`config.mk`:
```
export PLATFORM = sky130hd
export DESIGN_NAME = stun_binding_responder
export DESIGN_NICKNAME = d
export VERILOG_FILES = /design/src/rtl/core/stun_br_pkg.sv /design/src/rtl/core/stun_br_crc.sv /design/src/rtl/core/stun_binding_responder.sv
export SDC_FILE = /design/constraint.sdc
export NUM_CORES = 1
export LEC_CHECK = 0
export BUFFER_PORTS_ARGS = -buffer_cell sky130_fd_sc_hd__buf_4
export CAP_MARGIN = 0
export CORE_ASPECT_RATIO = 0.7
export CORE_MARGIN = 5
export CORE_UTILIZATION = 42
export DETAILED_ROUTE_END_ITERATION = 7
export SLEW_MARGIN = 10
export SYNTH_ARGS = -nofsm -noshare
export SYNTH_HDL_FRONTEND = slang
export SYNTH_HIERARCHICAL = 1
export SYNTH_SLANG_ARGS = --single-unit
export TNS_END_PERCENT = 20
```
`constraint.sdc`:
```
create_clock -name clk -period 3.2 [get_ports clk]
set_input_delay 0.64 -clock clk [delete_from_list [all_inputs] [get_ports clk]]
set_output_delay 0.64 -clock clk [all_outputs]
set_load 0.005 [all_outputs]
```
`src/rtl/core/stun_br_pkg.sv`:
```
// shared types, constants and helper functions for the stun binding responder
// used by stun_br_crc and stun_binding_responder; no dependencies
package stun_br_pkg;

  localparam int unsigned COUNT_W     = 17;
  localparam int unsigned REPLY_IDX_W = 5;
  localparam int unsigned TXN_DEPTH   = 12;
  localparam int unsigned TXN_IDX_W   = 4;

  localparam logic [COUNT_W-1:0]     COUNT_MAX  = '1;
  localparam logic [COUNT_W-1:0]     HDR_LEN    = COUNT_W'(20);
  localparam logic [COUNT_W-1:0]     TXN_FIRST  = COUNT_W'(8);
  localparam logic [REPLY_IDX_W-1:0] REPLY_LAST = REPLY_IDX_W'(27);
  localparam logic [REPLY_IDX_W-1:0] REPLY_TXN  = REPLY_IDX_W'(8);
  localparam logic [REPLY_IDX_W-1:0] REPLY_ATTR = REPLY_IDX_W'(20);

  localparam logic [31:0] CRC_POLY     = 32'hEDB88320;
  localparam logic [31:0] CRC_ALL_ONES = 32'hFFFFFFFF;
  localparam logic [31:0] FP_XOR       = 32'h5354554E;

  localparam logic [15:0] MSG_TYPE_REQUEST = 16'h0001;
  localparam logic [15:0] MSG_TYPE_SUCCESS = 16'h0101;

  // fingerprint attribute header: type 0x8028, length 4
  localparam logic [7:0] ATTR_TYPE_HI = 8'h80;
  localparam logic [7:0] ATTR_TYPE_LO = 8'h28;
  localparam logic [7:0] ATTR_LEN_HI  = 8'h00;
  localparam logic [7:0] ATTR_LEN_LO  = 8'h04;

  typedef logic [1:0] verdict_t;
  localparam verdict_t VERDICT_PASS    = 2'd0;
  localparam verdict_t VERDICT_SUCCESS = 2'd1;
  localparam verdict_t VERDICT_REQUEST = 2'd2;

  typedef enum logic [1:0] {
    ST_IDLE,
    ST_CRC,
    ST_VERDICT,
    ST_REPLY
  } state_t;

  typedef struct packed {
    logic        start;
    logic [31:0] seed;
    logic [7:0]  data;
  } crc_req_t;

  // first eight reply bytes: success type, length 8, magic cookie
  function automatic logic [7:0] prefix_byte(input logic [2:0] i);
    logic [7:0] b;
    case (i)
      3'd0:    b = 8'h01;
      3'd1:    b = 8'h01;
      3'd2:    b = 8'h00;
      3'd3:    b = 8'h08;
      3'd4:    b = 8'h21;
      3'd5:    b = 8'h12;
      3'd6:    b = 8'hA4;
      default: b = 8'h42;
    endcase
    return b;
  endfunction

  function automatic logic [7:0] cookie_byte(input logic [1:0] i);
    logic [7:0] b;
    case (i)
      2'd0:    b = 8'h21;
      2'd1:    b = 8'h12;
      2'd2:    b = 8'hA4;
      default: b = 8'h42;
    endcase
    return b;
  endfunction

  // crc register after the fixed reply prefix, worked out at elaboration
  function automatic logic [31:0] crc_prefix();
    logic [31:0] c;
    c = CRC_ALL_ONES;
    for (int i = 0; i < 8; i++) begin
      c = c ^ {24'b0, prefix_byte(3'(i))};
      for (int k = 0; k < 8; k++) begin
        c = c[0] ? ((c >> 1) ^ CRC_POLY) : (c >> 1);
      end
    end
    return c;
  endfunction

  localparam logic [31:0] CRC_PREFIX = crc_prefix();

endpackage

```
`src/rtl/core/stun_br_crc.sv`:
```
// bit-serial reflected crc-32 unit, one bit per cycle, each byte folded in bit by bit
// depends on stun_br_pkg
module stun_br_crc (
  input  logic                  clk,
  input  logic                  rst_n,
  input  stun_br_pkg::crc_req_t req,
  output logic                  done,
  output logic [31:0]           crc
);

  logic        busy_r;
  logic [2:0]  cnt_r;
  logic [31:0] sh_r;
  logic [31:0] sh_step;

  assign sh_step = sh_r[0] ? ((sh_r >> 1) ^ stun_br_pkg::CRC_POLY) : (sh_r >> 1);

  always_ff @(posedge clk) begin
    if (!rst_n) begin
      busy_r <= 1'b0;
      cnt_r  <= 3'd0;
    end else if (req.start) begin
      busy_r <= 1'b1;
      cnt_r  <= 3'd0;
    end else if (busy_r) begin
      cnt_r <= cnt_r + 3'd1;
      if (cnt_r == 3'd7) begin
        busy_r <= 1'b0;
      end
    end
  end

  always_ff @(posedge clk) begin
    if (req.start) begin
      sh_r <= req.seed ^ {24'b0, req.data};
    end else if (busy_r) begin
      sh_r <= sh_step;
    end
  end

  // high during the final shift, so the value is ready on the next cycle
  assign done = busy_r && (cnt_r == 3'd7);
  assign crc  = sh_r;

endmodule

```
`src/rtl/core/stun_binding_responder.sv`:
```
// stun binding responder: parses a datagram byte stream, gives a verdict and
// answers a binding request with a 28-byte success reply; uses stun_br_pkg, stun_br_crc
//
//   channel  | ports                                         | direction
//   in       | in_valid in_stall in_data_byte in_last_byte   | datagram bytes in
//   out      | out_valid out_stall out_verdict               | results out
//            | out_first_request out_reply_valid             |
//            | out_reply_byte out_last_of_run                |
//
// each byte is accepted in the idle state; transaction id bytes (8 to 19) then hold
// in_stall high while the crc unit folds them in one bit per cycle
// the final byte is followed by a verdict and, for a request, the 28 reply bytes
// output register stalls hold the sequencer and in turn in_stall
// reset (rst_n low, synchronous) clears the parser and the request-seen flag
module stun_binding_responder (
  input  logic       clk,
  input  logic       rst_n,
  input  logic       in_valid,
  output logic       in_stall,
  input  logic [7:0] in_data_byte,
  input  logic       in_last_byte,
  output logic       out_valid,
  input  logic       out_stall,
  output logic [1:0] out_verdict,
  output logic       out_first_request,
  output logic       out_reply_valid,
  output logic [7:0] out_reply_byte,
  output logic       out_last_of_run
);

  stun_br_pkg::state_t state_r, state_nxt;

  logic [stun_br_pkg::COUNT_W-1:0]     byte_count_r;
  logic [15:0]                         message_type_r;
  logic [15:0]                         message_length_r;
  logic                                cookie_match_r;
  logic [7:0]                          txn_r [stun_br_pkg::TXN_DEPTH];
  logic                                request_seen_r;
  logic                                last_r;
  logic                                first_r;
  logic [stun_br_pkg::REPLY_IDX_W-1:0] reply_idx_r, reply_idx_nxt;

  logic                                out_valid_r;
  stun_br_pkg::verdict_t               out_verdict_r;
  logic                                out_first_request_r;
  logic                                out_reply_valid_r;
  logic [7:0]                          out_reply_byte_r;
  logic                                out_last_of_run_r;

  stun_br_pkg::crc_req_t crc_req;
  logic                  crc_start;
  logic                  crc_done;
  logic [31:0]           crc_val;

  logic                               in_accept;
  logic                               load_ok;
  logic                               is_txn;
  logic [stun_br_pkg::TXN_IDX_W-1:0]  txn_wr_idx;
  logic [stun_br_pkg::TXN_IDX_W-1:0]  txn_rd_idx;
  logic [stun_br_pkg::COUNT_W-1:0]    need_len;
  stun_br_pkg::verdict_t              verdict;
  logic [31:0]                        fp;
  logic [7:0]                         reply_byte;
  logic                               verdict_load;
  logic                               reply_load;
  logic                               clear_dgram;

  stun_br_crc u_crc (
    .clk   (clk),
    .rst_n (rst_n),
    .req   (crc_req),
    .done  (crc_done),
    .crc   (crc_val)
  );

  assign in_accept  = in_valid && !in_stall;
  assign load_ok    = !out_valid_r || !out_stall;
  assign is_txn     = (byte_count_r >= stun_br_pkg::TXN_FIRST) &&
                      (byte_count_r < stun_br_pkg::HDR_LEN);
  assign txn_wr_idx = byte_count_r[stun_br_pkg::TXN_IDX_W-1:0] -
                      stun_br_pkg::TXN_IDX_W'(8);
  assign txn_rd_idx = stun_br_pkg::TXN_IDX_W'(reply_idx_r - stun_br_pkg::REPLY_TXN);

  // acceptance: full header, cookie, the whole message body present, and a success or request type
  assign need_len = stun_br_pkg::HDR_LEN + {1'b0, message_length_r};
  always_comb begin
    verdict = stun_br_pkg::VERDICT_PASS;
    if (byte_count_r >= stun_br_pkg::HDR_LEN && cookie_match_r &&
        byte_count_r >= need_len) begin
      if (message_type_r == stun_br_pkg::MSG_TYPE_SUCCESS) begin
        verdict = stun_br_pkg::VERDICT_SUCCESS;
      end else if (message_type_r == stun_br_pkg::MSG_TYPE_REQUEST) begin
        verdict = stun_br_pkg::VERDICT_REQUEST;
      end
    end
  end

  assign fp = ~crc_val ^ stun_br_pkg::FP_XOR;

  always_comb begin
    if (reply_idx_r < stun_br_pkg::REPLY_TXN) begin
      reply_byte = stun_br_pkg::prefix_byte(reply_idx_r[2:0]);
    end else if (reply_idx_r < stun_br_pkg::REPLY_ATTR) begin
      reply_byte = txn_r[txn_rd_idx];
    end else begin
      case (reply_idx_r[2:0])
        3'd4:    reply_byte = stun_br_pkg::ATTR_TYPE_HI;
        3'd5:    reply_byte = stun_br_pkg::ATTR_TYPE_LO;
        3'd6:    reply_byte = stun_br_pkg::ATTR_LEN_HI;
        3'd7:    reply_byte = stun_br_pkg::ATTR_LEN_LO;
        3'd0:    reply_byte = fp[31:24];
        3'd1:    reply_byte = fp[23:16];
        3'd2:    reply_byte = fp[15:8];
        default: reply_byte = fp[7:0];
      endcase
    end
  end

  // next state
  always_comb begin
    state_nxt = state_r;
    case (state_r)
      stun_br_pkg::ST_IDLE: begin
        if (in_accept) begin
          if (is_txn) begin
            state_nxt = stun_br_pkg::ST_CRC;
          end else if (in_last_byte) begin
            state_nxt = stun_br_pkg::ST_VERDICT;
          end
        end
      end
      stun_br_pkg::ST_CRC: begin
        if (crc_done) begin
          state_nxt = last_r ? stun_br_pkg::ST_VERDICT : stun_br_pkg::ST_IDLE;
        end
      end
      stun_br_pkg::ST_VERDICT: begin
        if (load_ok) begin
          state_nxt = (verdict == stun_br_pkg::VERDICT_REQUEST) ?
                      stun_br_pkg::ST_REPLY : stun_br_pkg::ST_IDLE;
        end
      end
      stun_br_pkg::ST_REPLY: begin
        if (load_ok && reply_idx_r == stun_br_pkg::REPLY_LAST) begin
          state_nxt = stun_br_pkg::ST_IDLE;
        end
      end
      default: state_nxt = stun_br_pkg::ST_IDLE;
    endcase
  end

  // control outputs
  always_comb begin
    in_stall      = 1'b1;
    crc_start     = 1'b0;
    verdict_load  = 1'b0;
    reply_load    = 1'b0;
    reply_idx_nxt = reply_idx_r;
    case (state_r)
      stun_br_pkg::ST_IDLE: begin
        in_stall  = 1'b0;
        crc_start = in_accept && is_txn;
      end
      stun_br_pkg::ST_CRC: begin
        in_stall = 1'b1;
      end
      stun_br_pkg::ST_VERDICT: begin
        verdict_load  = load_ok;
        reply_idx_nxt = '0;
      end
      stun_br_pkg::ST_REPLY: begin
        reply_load = load_ok;
        if (load_ok) begin
          reply_idx_nxt = reply_idx_r + stun_br_pkg::REPLY_IDX_W'(1);
        end
      end
      default: in_stall = 1'b1;
    endcase
  end

  // first transaction byte restarts from the precomputed prefix crc
  assign crc_req = '{start: crc_start,
                     seed:  (byte_count_r == stun_br_pkg::TXN_FIRST) ?
                            stun_br_pkg::CRC_PREFIX : crc_val,
                     data:  in_data_byte};

  assign clear_dgram = (verdict_load && verdict != stun_br_pkg::VERDICT_REQUEST) ||
                       (reply_load && reply_idx_r == stun_br_pkg::REPLY_LAST);

  always_ff @(posedge clk) begin
    if (!rst_n) begin
      state_r          <= stun_br_pkg::ST_IDLE;
      byte_count_r     <= '0;
      message_type_r   <= '0;
      message_length_r <= '0;
      cookie_match_r   <= 1'b0;
      request_seen_r   <= 1'b0;
      last_r           <= 1'b0;
      first_r          <= 1'b0;
      reply_idx_r      <= '0;
      out_valid_r      <= 1'b0;
    end else begin
      state_r     <= state_nxt;
      reply_idx_r <= reply_idx_nxt;
      if (in_accept) begin
        last_r <= in_last_byte;
        case (byte_count_r)
          stun_br_pkg::COUNT_W'(0): message_type_r[15:8]   <= in_data_byte;
          stun_br_pkg::COUNT_W'(1): message_type_r[7:0]    <= in_data_byte;
          stun_br_pkg::COUNT_W'(2): message_length_r[15:8] <= in_data_byte;
          stun_br_pkg::COUNT_W'(3): message_length_r[7:0]  <= in_data_byte;
          stun_br_pkg::COUNT_W'(4): begin
            cookie_match_r <= (in_data_byte == stun_br_pkg::cookie_byte(2'd0));
          end
          stun_br_pkg::COUNT_W'(5), stun_br_pkg::COUNT_W'(6),
          stun_br_pkg::COUNT_W'(7): begin
            cookie_match_r <= cookie_match_r &&
              (in_data_byte == stun_br_pkg::cookie_byte(byte_count_r[1:0]));
          end
          default: cookie_match_r <= cookie_match_r;
        endcase
        if (byte_count_r != stun_br_pkg::COUNT_MAX) begin
          byte_count_r <= byte_count_r + stun_br_pkg::COUNT_W'(1);
        end
      end
      if (verdict_load && verdict == stun_br_pkg::VERDICT_REQUEST) begin
        request_seen_r <= 1'b1;
        first_r        <= !request_seen_r;
      end
      if (clear_dgram) begin
        byte_count_r     <= '0;
        message_type_r   <= '0;
        message_length_r <= '0;
        cookie_match_r   <= 1'b0;
      end
      if (verdict_load || reply_load) begin
        out_valid_r <= 1'b1;
      end else if (!out_stall) begin
        out_valid_r <= 1'b0;
      end
    end
  end

  always_ff @(posedge clk) begin
    if (in_accept && is_txn) begin
      txn_r[txn_wr_idx] <= in_data_byte;
    end
  end

  // result payload register
  always_ff @(posedge clk) begin
    if (verdict_load) begin
      out_verdict_r       <= verdict;
      out_first_request_r <= (verdict == stun_br_pkg::VERDICT_REQUEST) && !request_seen_r;
      out_reply_valid_r   <= 1'b0;
      out_reply_byte_r    <= 8'h00;
      out_last_of_run_r   <= (verdict != stun_br_pkg::VERDICT_REQUEST);
    end else if (reply_load) begin
      out_verdict_r       <= stun_br_pkg::VERDICT_REQUEST;
      out_first_request_r <= first_r;
      out_reply_valid_r   <= 1'b1;
      out_reply_byte_r    <= reply_byte;
      out_last_of_run_r   <= (reply_idx_r == stun_br_pkg::REPLY_LAST);
    end
  end

  assign out_valid         = out_valid_r;
  assign out_verdict       = out_verdict_r;
  assign out_first_request = out_first_request_r;
  assign out_reply_valid   = out_reply_valid_r;
  assign out_reply_byte    = out_reply_byte_r;
  assign out_last_of_run   = out_last_of_run_r;

endmodule
```
==> results.yml, run 1 <==
die:
  die_width_um: 195
  die_y_um: 139
  start_util: 0.426
  num_rows: 47
  die-area_mm2: 0.0272
  ios: 28
  core_region_area_mm2: 0.0236
power_and_ir_drop:
  p_sw_uw: 1300
  p_per_area_mw_per_mm2: 509
  p_clk_frac: 0.438
  swShare: 0.224
  leakage_uw: 0.00394
  power_frac_seq: 0.499
  ir_worst_vdd_uv: 328
  p_int_uw: 4510
  combPwrFrac: 0.063
placed_design:
  io_buffer_count: 27
  dp.cells: 1173
  hpwl_um: 16700
  routabilityCongestion: 0.834
synth:
  synth_edf_count: 132
  muxShareOfSynthArea: 0.107
  synth-simple-area-share: 0.136
  async_flop_share: 0
  netlist_area_mm2: 0.0101
  synth_cells: 853
  yosysUniqueCellTypes: 64
  ys_seq_area_frac: 0.542
  synth-adder-area-share: 0.0386
  synth_top_family_by_area: "simple AND/OR/NAND/NOR gates"
  synth_ff_type: "edfxtp_1"
  synth.net_count: 897
  synth_warnings: 6
  syn_avg_cell_area_um2: 11.8
  synth_compound_area_frac: 0.0958
  synthXorXnorAreaFrac: 0.0462
  synth_seq_cells: 206
finish:
  fin_util: 0.484
  final_cells: 1216
  nNetsFinal: 926
  ff_latch_area_mm2: 0.00545
  final_cell_mix: "edfxtp_1 (132), nor2_1 (85), dfxtp_1 (71), nand2_1 (49), buf_4 (49)"
  antenna_cells: 0
  final_common_cell: "edfxtp_1"
  multi_input_area_mm2: 0.00429
  fillerInstances: 2119
  syn_to_final_growth_pct: 13.6
  drive_above_1_share: 0.178
clocking:
  path_clk_slew_ns: 0.06
  worst_skew_pair.late_latency_ns: 0.50
  root_buffer: "clkbuf_16"
  clockBufferDepth: 3
  htreeDepth: 1
  cts_buffers: 22
  postCtsHoldBufs: 0
  cts_tree: "yes"
  cts_num_sinks: 206
setup_path:
  cp_max_fo: 23
  rr_worst_depth: 14
  path_buf_inv: 1
  critical_path_required_ns: 3.63
  slowest_stage: "dfxtp_1"
  criticalPathCategory: "flop to flop"
  rr_startpoint: "message_length_r[6]"
  cp_top_family: "simple AND/OR/NAND/NOR gates"
  cp_slowest_stage_delay_ns: 0.34
  rr_endpoint: "cookie_match_r"
  startpoint_type: "flop"
  rrSetupSlack_ns: 0.15
  path_cells: "and3_4, and3_1, nand3b_1, nor2_2, nand3_1, xor2_1, ha_1, and4_1, nand2_1, or3_4, o32ai_4, o21ai_4, buf_12, nor3_2"
  endpoint_kind: "flop"
  cp.arrival_ns: 3.48
global_route:
  grt_pass1_vias: 6333
  overflow: 0
  grt_start_max_net_pins: 54
  grt_pass1_wl_um: 38700
  antenna_found_initial: 0
  grt_util_all_layers: 0.180
sta:
  fmax_mhz: 328
  clock_skew_ns: 0.0134
  finalCritPeriodShare: 0.952
  setup_viol: 0
  maxSlewHeadroom: 0.378
  drv_slew: 0
  hold_violations: 0
  worst_slew_pin_slew_ns: 0.934
  finalCriticalPeriod_ns: 3.05
run_status:
  status: "complete, no violations"
hold_path:
  hold_depth: 2
  min_from: "rst_n"
  min_to: "u_crc/busy_r"
  hp-class: "input pin to flop"
detailed_routing:
  first_pass_iters: 5
  num_vias: 6824
  drt_drc_violations_left: 0
  avgViaCountPerCell: 5.61
  drtIter0Drc: 683
  drt-total-wl_um: 25200
  postRouteAntennaNets: 0
  route.detailed.wl_per_inst_um: 20.7
job:
  drv_cap: 0
==> state kept, by name (all words and copies together) (netlist names) <==
| name | cells |
|---|---|
| byte_count_r | 17 |
| cookie_match_r | 1 |
| first_r | 1 |
| last_r | 1 |
| message_length_r | 16 |
| message_type_r | 16 |
| out_first_request | 1 |
| out_last_of_run | 1 |
| out_reply_byte | 8 |
| out_reply_valid | 1 |
| out_valid | 1 |
| out_verdict | 2 |
| reply_idx_r | 5 |
| request_seen_r | 1 |
| state_r | 2 |
| txn_r | 96 |
| u_crc/busy_r | 1 |
| u_crc/cnt_r | 3 |
| u_crc/crc | 32 |
==> metrics by stage <==
stage               setup slack [ns]  total power [uW]  hold slack, ns  setup TNS, ns  cell area [um2]
finish                         0.154              5810           0.413              0            11400
global route                 -0.0359              6030           0.409        -0.0660            11400
CTS                           0.0471              5870           0.393              0            11400
detailed placement            0.0594              3320           0.443              0            10700
global placement               0.138              3320           0.449              0            10700
floorplan                      0.270              3150           0.437              0            10100
==> cell families (layout without fill, tap and decap cells) <==
| family | Yosys count | after routing |
|---|---|---|
| buf+inv | 74 | 119 |
| mux | 73 | 73 |
| compound gates | 151 | 151 |
| fa+ha+maj | 31 | 31 |
| flops | 206 | 206 |
| xor+xnor | 53 | 53 |
| simple gates | 265 | 265 |
==> synthesized netlist by cell type (all sizes together), types with 21 or more instances <==
master / n / area [um2]
nand2: 49 / 184
clkbuf: 29 / 114
ha: 31 / 388
mux4: 24 / 541
o21ai: 48 / 244
nor2: 87 / 327
mux2i: 37 / 370
buf: 21 / 145
dfxtp: 74 / 1480
edfxtp: 132 / 3960
inv: 22 / 82.6
a21oi: 36 / 180
nor2b: 21 / 131
xnor2: 35 / 307
==> repair_timing <==
item	CTS	global route
buffers inserted	0	3
resized for setup	0	8
endpoints found under the setup margin	0	57
==> final cells by class <==
class,instances,share of cell area
clock buffers,30,0.0536
inverters,24,0.00789
repair buffers,55,0.0420
well taps,318,0.0348
clock inverters,10,0.00920
multi-input cells,573,0.375
flip-flops and latches,206,0.477
==> routing by layer <==
layer  GRT usage  wire length, um
met1       0.308            13300
met3      0.0365             1870
met2       0.230             9610
met4      0.0320              391
met5           0                0
==> power groups by stage <==
stage	combinational, uW	clock [uW]	sequential [uW]
3_3_place_gp	362	0	2960
2_1_floorplan	206	0	2940
5_1_grt	402	2720	2900
6_report	365	2550	2900
4_1_cts	366	2610	2900
3_5_place_dp	363	0	2960
==> worst max path at each step <==
stage,startpoint,to,slack (ns),depth (start not counted)
after floorplan,message_length_r[5],message_type_r[10],0.27,14
after global placement,message_length_r[7],first_r,0.14,14
after detailed placement,message_length_r[7],first_r,0.06,14
after CTS,message_length_r[7],first_r,0.05,14
after global routing,message_length_r[6],first_r,-0.04,14
final,message_length_r[6],cookie_match_r,0.15,14
No activity file was read; power rests on OpenSTA's default activity.
==> inputs of run 2 (changes only) <==
--- a/config.mk
+++ b/config.mk
@@ -11,6 +11,7 @@
 export CORE_MARGIN = 5
 export CORE_UTILIZATION = 42
 export DETAILED_ROUTE_END_ITERATION = 7
+export PLACE_DENSITY = 0.66
 export SLEW_MARGIN = 10
 export SYNTH_ARGS = -nofsm -noshare
 export SYNTH_HDL_FRONTEND = slang
==> results.yml, run 2 (same netlist as run 1, synthesis figures left out) <==
placed_design:
  pre_cts_slack_ns: 0.0178
  routabilityCongestion: 0.853
  io_buffer_count: 27
  dp.cells: 1174
  hpwl_um: 16800
setup_path:
  cp_max_fo: 4
  rr_worst_depth: 14
  slowest_stage: "or3_4"
  rr_startpoint: "message_length_r[5]"
  critical_path_required_ns: 3.61
  cp_slowest_stage_delay_ns: 0.35
  rr_endpoint: "first_r"
  criticalPathCategory: "flop to flop"
  cp_top_family: "simple AND/OR/NAND/NOR gates"
  worst_path_most_repeated_cell: "and3_4"
  rrSetupSlack_ns: 0.12
  cp.arrival_ns: 3.49
  path_buf_inv: 1
  endpoint_kind: "flop"
  path_cells: "and3_4, and3_4, nand3b_1, nor2_2, nand3_1, xor2_1, ha_1, and4_1, nand2_1, or3_4, o32ai_4, buf_6, a21oi_1, a311oi_1"
  startpoint_type: "flop"
sta:
  finalCriticalPeriod_ns: 3.08
  fin_setup_tns_ns: 0
  setup_viol: 0
  drv_slew: 0
  maxSlewHeadroom: 0.396
  whs_ns: 0.407
  clock_skew_ns: 0.0151
  fin_ws_ns: 0.121
  fmax_mhz: 325
  hold_violations: 0
  finalCritPeriodShare: 0.962
  worst_slew_pin_slew_ns: 0.906
die:
  die_width_um: 195
  core_region_area_mm2: 0.0236
  num_rows: 47
  die-area_mm2: 0.0272
  ios: 28
  start_util: 0.426
  die_y_um: 139
clocking:
  cts_buffers: 21
  postCtsHoldBufs: 0
  root_buffer: "clkbuf_16"
  htreeDepth: 1
  worst_skew_pair.late_latency_ns: 0.50
  clockBufferDepth: 3
  path_clk_slew_ns: 0.07
  cts_tree: "yes"
  cts_num_sinks: 206
power_and_ir_drop:
  p_int_uw: 4540
  power_frac_seq: 0.494
  leakage_uw: 0.00394
  p_sw_uw: 1320
  swShare: 0.226
  p_clk_frac: 0.442
  ir_worst_vdd_uv: 354
  combPwrFrac: 0.064
  p_per_area_mw_per_mm2: 513
  finalPower_uw: 5860
finish:
  final_common_cell: "edfxtp_1"
  syn_to_final_growth_pct: 13.7
  drive_above_1_share: 0.185
  final_cell_mix: "edfxtp_1 (132), nor2_1 (85), dfxtp_1 (70), buf_4 (53), nand2_1 (49)"
  final_cells: 1215
  nNetsFinal: 927
  largest_reg_flops: 96
  antenna_cells: 0
  largest-register: "txn_r"
detailed_routing:
  drt-total-wl_um: 25200
  drtIter0Drc: 915
  route.detailed.wl_per_inst_um: 20.8
  num_vias: 6894
  avgViaCountPerCell: 5.67
  drt_drc_violations_left: 0
  postRouteAntennaNets: 0
  first_pass_iters: 5
job:
  drv_cap: 0
global_route:
  grt_start_max_net_pins: 54
  grt_pass1_wl_um: 38800
  grt_util_all_layers: 0.180
  grt_pass1_vias: 6542
  antenna_found_initial: 0
  overflow: 0
hold_path:
  hold_depth: 2
  hp-class: "input pin to flop"
  min_to: "u_crc/busy_r"
  min_from: "rst_n"
run_status:
  status: "complete, no violations"
[run 2: cell type report]
cell class | count | area (um2)
Fill cell | 2085 | 12200
Timing Repair Buffer | 57 | 474
Inverter | 24 | 90.1
Clock inverter | 14 | 179
Sequential cell | 206 | 5450
Multi-Input combinational cell | 573 | 4310
Clock buffer | 23 | 533
Tap cell | 318 | 398
[run 2: repair_timing]
action                                  in CTS  in global routing
resized for setup                            4                  9
endpoints found under the setup margin       1                 55
buffers inserted                             2                  1
cloned                                       0                  1
pin swaps                                    3                  4
[run 2: worst max path at each step]
stage                                   start                 end  slack, ns  cells after the start
after global routing      message_length_r[5]      cookie_match_r     -0.003                     14
after CTS                 message_length_r[7]             first_r       0.01                     14
after global placement    message_length_r[7]             first_r       0.17                     14
after detailed placement  message_length_r[7]             first_r       0.02                     14
final                     message_length_r[5]             first_r       0.12                     14
after floorplan           message_length_r[5]  message_type_r[10]       0.27                     14
[run 2: power groups by stage]
stage	clock network [uW]	logic, uW	registers, uW
floorplan	0	206	2940
global placement	0	358	2950
detailed placement	0	360	2950
CTS	2620	362	2900
global route	2740	405	2900
finish	2590	373	2900
[run 2: layer usage]
layer,global-route usage,vias up,wire length (um)
met5,0,-,0
met2,0.245,269,10100
met1,0.300,3406,12700
met4,0.0290,0,369
li1,-,3187,-
met3,0.0300,32,2120
[run 2: worst reg2reg max path, cell delays in order, from the launching register on]
cell      delay, ns
dfxtp_1        0.34
and3_4         0.20
and3_4         0.20
nand3b_1       0.11
nor2_2         0.13
nand3_1        0.10
xor2_1         0.16
ha_1           0.31
and4_1         0.23
nand2_1        0.09
or3_4          0.35
o32ai_4        0.30
buf_6          0.16
a21oi_1        0.06
a311oi_1       0.27
[run 2: per-stage QoR]
step	util	area, um2
after global placement	0.451	10600
after CTS	0.482	11400
after global routing	0.485	11400
after detailed placement	0.451	10600
final	0.485	11400
after floorplan	-	10100
==> inputs of run 3 (changes only) <==
--- a/config.mk
+++ b/config.mk
@@ -9,9 +9,9 @@
 export CAP_MARGIN = 0
 export CORE_ASPECT_RATIO = 0.7
 export CORE_MARGIN = 5
-export CORE_UTILIZATION = 42
+export CORE_UTILIZATION = 55
 export DETAILED_ROUTE_END_ITERATION = 7
-export PLACE_DENSITY = 0.66
+export PLACE_DENSITY = 0.81
 export SLEW_MARGIN = 10
 export SYNTH_ARGS = -nofsm -noshare
 export SYNTH_HDL_FRONTEND = slang
==> results.yml, run 3 (same netlist as run 1, synthesis figures left out) <==
finish:
  antenna_cells: 0
  largest_reg_flops: 96
  final_cell_mix: "edfxtp_1 (132), nor2_1 (85), dfxtp_1 (71), buf_4 (53), nand2_1 (49)"
  fillerInstances: 1376
  multi_input_area_mm2: 0.00429
  syn_to_final_growth_pct: 10.9
  drive_above_1_share: 0.170
  final_area_mm2: 0.0112
  ff_latch_area_mm2: 0.00545
  largest-register: "txn_r"
  final_common_cell: "edfxtp_1"
  final_cells: 1130
  nNetsFinal: 924
setup_path:
  path_cells: "and3_4, and3_1, nand3b_1, nor2_2, nand3_1, xor2_1, ha_1, and4_1, nand2_1, or3_4, o32ai_4, o21ai_4, buf_12, nor3_4"
  cp.arrival_ns: 3.46
  endpoint_kind: "flop"
  cp_slowest_stage_delay_ns: 0.36
  criticalPathCategory: "flop to flop"
  slowest_stage: "dfxtp_4"
  startpoint_type: "flop"
  critical_path_required_ns: 3.61
  crit_path_start: "message_length_r[6]"
  cp_max_fo: 28
  rr_startpoint: "message_length_r[6]"
sta:
  drv_slew: 0
  grt_setup_unrepaired: "no"
  worst_slew_pin_slew_ns: 0.912
  hold_violations: 0
  fin_setup_tns_ns: 0
  finalCritPeriodShare: 0.952
  setup_viol: 0
  maxSlewHeadroom: 0.392
  finalCriticalPeriod_ns: 3.05
  clock_skew_ns: 0.0149
  fmax_mhz: 328
  whs_ns: 0.422
run_status:
  status: "complete, no violations"
detailed_routing:
  num_vias: 7076
  route.detailed.wl_per_inst_um: 21.5
  drt_drc_violations_left: 0
  postRouteAntennaNets: 0
  drt-total-wl_um: 24300
  avgViaCountPerCell: 6.26
  first_pass_iters: 5
  drtIter0Drc: 961
power_and_ir_drop:
  leakage_uw: 0.00386
  p_per_area_mw_per_mm2: 487
  ir_worst_vdd_uv: 555
die:
  core_region_area_mm2: 0.0180
  num_rows: 41
  start_util: 0.558
  die_y_um: 123
  die_width_um: 172
  die-area_mm2: 0.0211
  ios: 28
clocking:
  cts_num_sinks: 206
  worst_skew_pair.late_latency_ns: 0.49
  root_buffer: "clkbuf_16"
  cts_buffers: 20
  path_clk_slew_ns: 0.06
  clockBufferDepth: 3
  cts_tree: "yes"
  htreeDepth: 1
placed_design:
  place_area_mm2: 0.0105
  routabilityCongestion: 0.906
  io_buffer_count: 27
  hpwl_um: 16300
  dp.cells: 1092
global_route:
  grt_util_all_layers: 0.232
  grt_pass1_vias: 6695
  antenna_found_initial: 0
  grt_pass1_wl_um: 38100
  grt_start_max_net_pins: 54
  overflow: 0
hold_path:
  hp-class: "input pin to flop"
  min_from: "in_last_byte"
job:
  drv_cap: 0
[run 3: changes by cell type in the layout (fill, tap and decap cells not counted), sizes merged]
cell / delta
buf: -1
bufinv: -4
clkbuf: +2
clkinv: +3
clkinvlp: -1
inv: -2
[run 3: final cells by class]
class	count	area share
clock inverter	10	0.00415
timing repair buffer	55	0.0385
tap	236	0.0265
inverter	24	0.00808
sequential	206	0.489
clock buffer	26	0.0488
multi-input combinational	573	0.385
[run 3: repair_timing]
action | in CTS | in global routing
gates resized for setup | 0 | 10
pin swaps | 1 | 4
hold buffers | 0 | 0
buffers inserted | 1 | 1
setup endpoints to repair | 16 | 56
[run 3: critical path, delay by kind of cell (launching register included)]
family,cells,cell delay (ns)
AND/OR/NAND/NOR,9,1.55
AO/OA/AOI/OAI,2,0.40
flip-flops,1,0.36
adder cells (fa/ha/maj),1,0.31
buffers and inverters,1,0.18
XOR/XNOR,1,0.16
[run 3: per-layer routing]
layer	global-route usage	part of all wire	vias up
li1	-	-	3186
met1	0.374	0.46	3443
met2	0.329	0.42	426
met3	0.0486	0.11	21
met4	0.0307	0.011	0
met5	0	0	-
[run 3: path summary, 6_finish.rpt]
check,end,slack (ns),cells after the start
max,cookie_match_r,0.15,14
min,last_r,0.42,3
min reg2reg,out_reply_valid,0.47,2
max reg2reg,cookie_match_r,0.15,14
[run 3: through the flow]
step	power (uW)	utilization	worst slack [ns]
6_report	5430	0.619	0.154
2_1_floorplan	3150	-	0.270
3_5_place_dp	3310	0.584	0.0305
3_3_place_gp	3300	0.584	0.135
4_1_cts	5460	0.617	0.00884
5_1_grt	5610	0.619	0.00663
[run 3: where the power goes]
group	total (uW)	switching (uW)	internal, uW
logic	364	220	144
registers	2890	35.3	2860
clock network	2170	969	1200
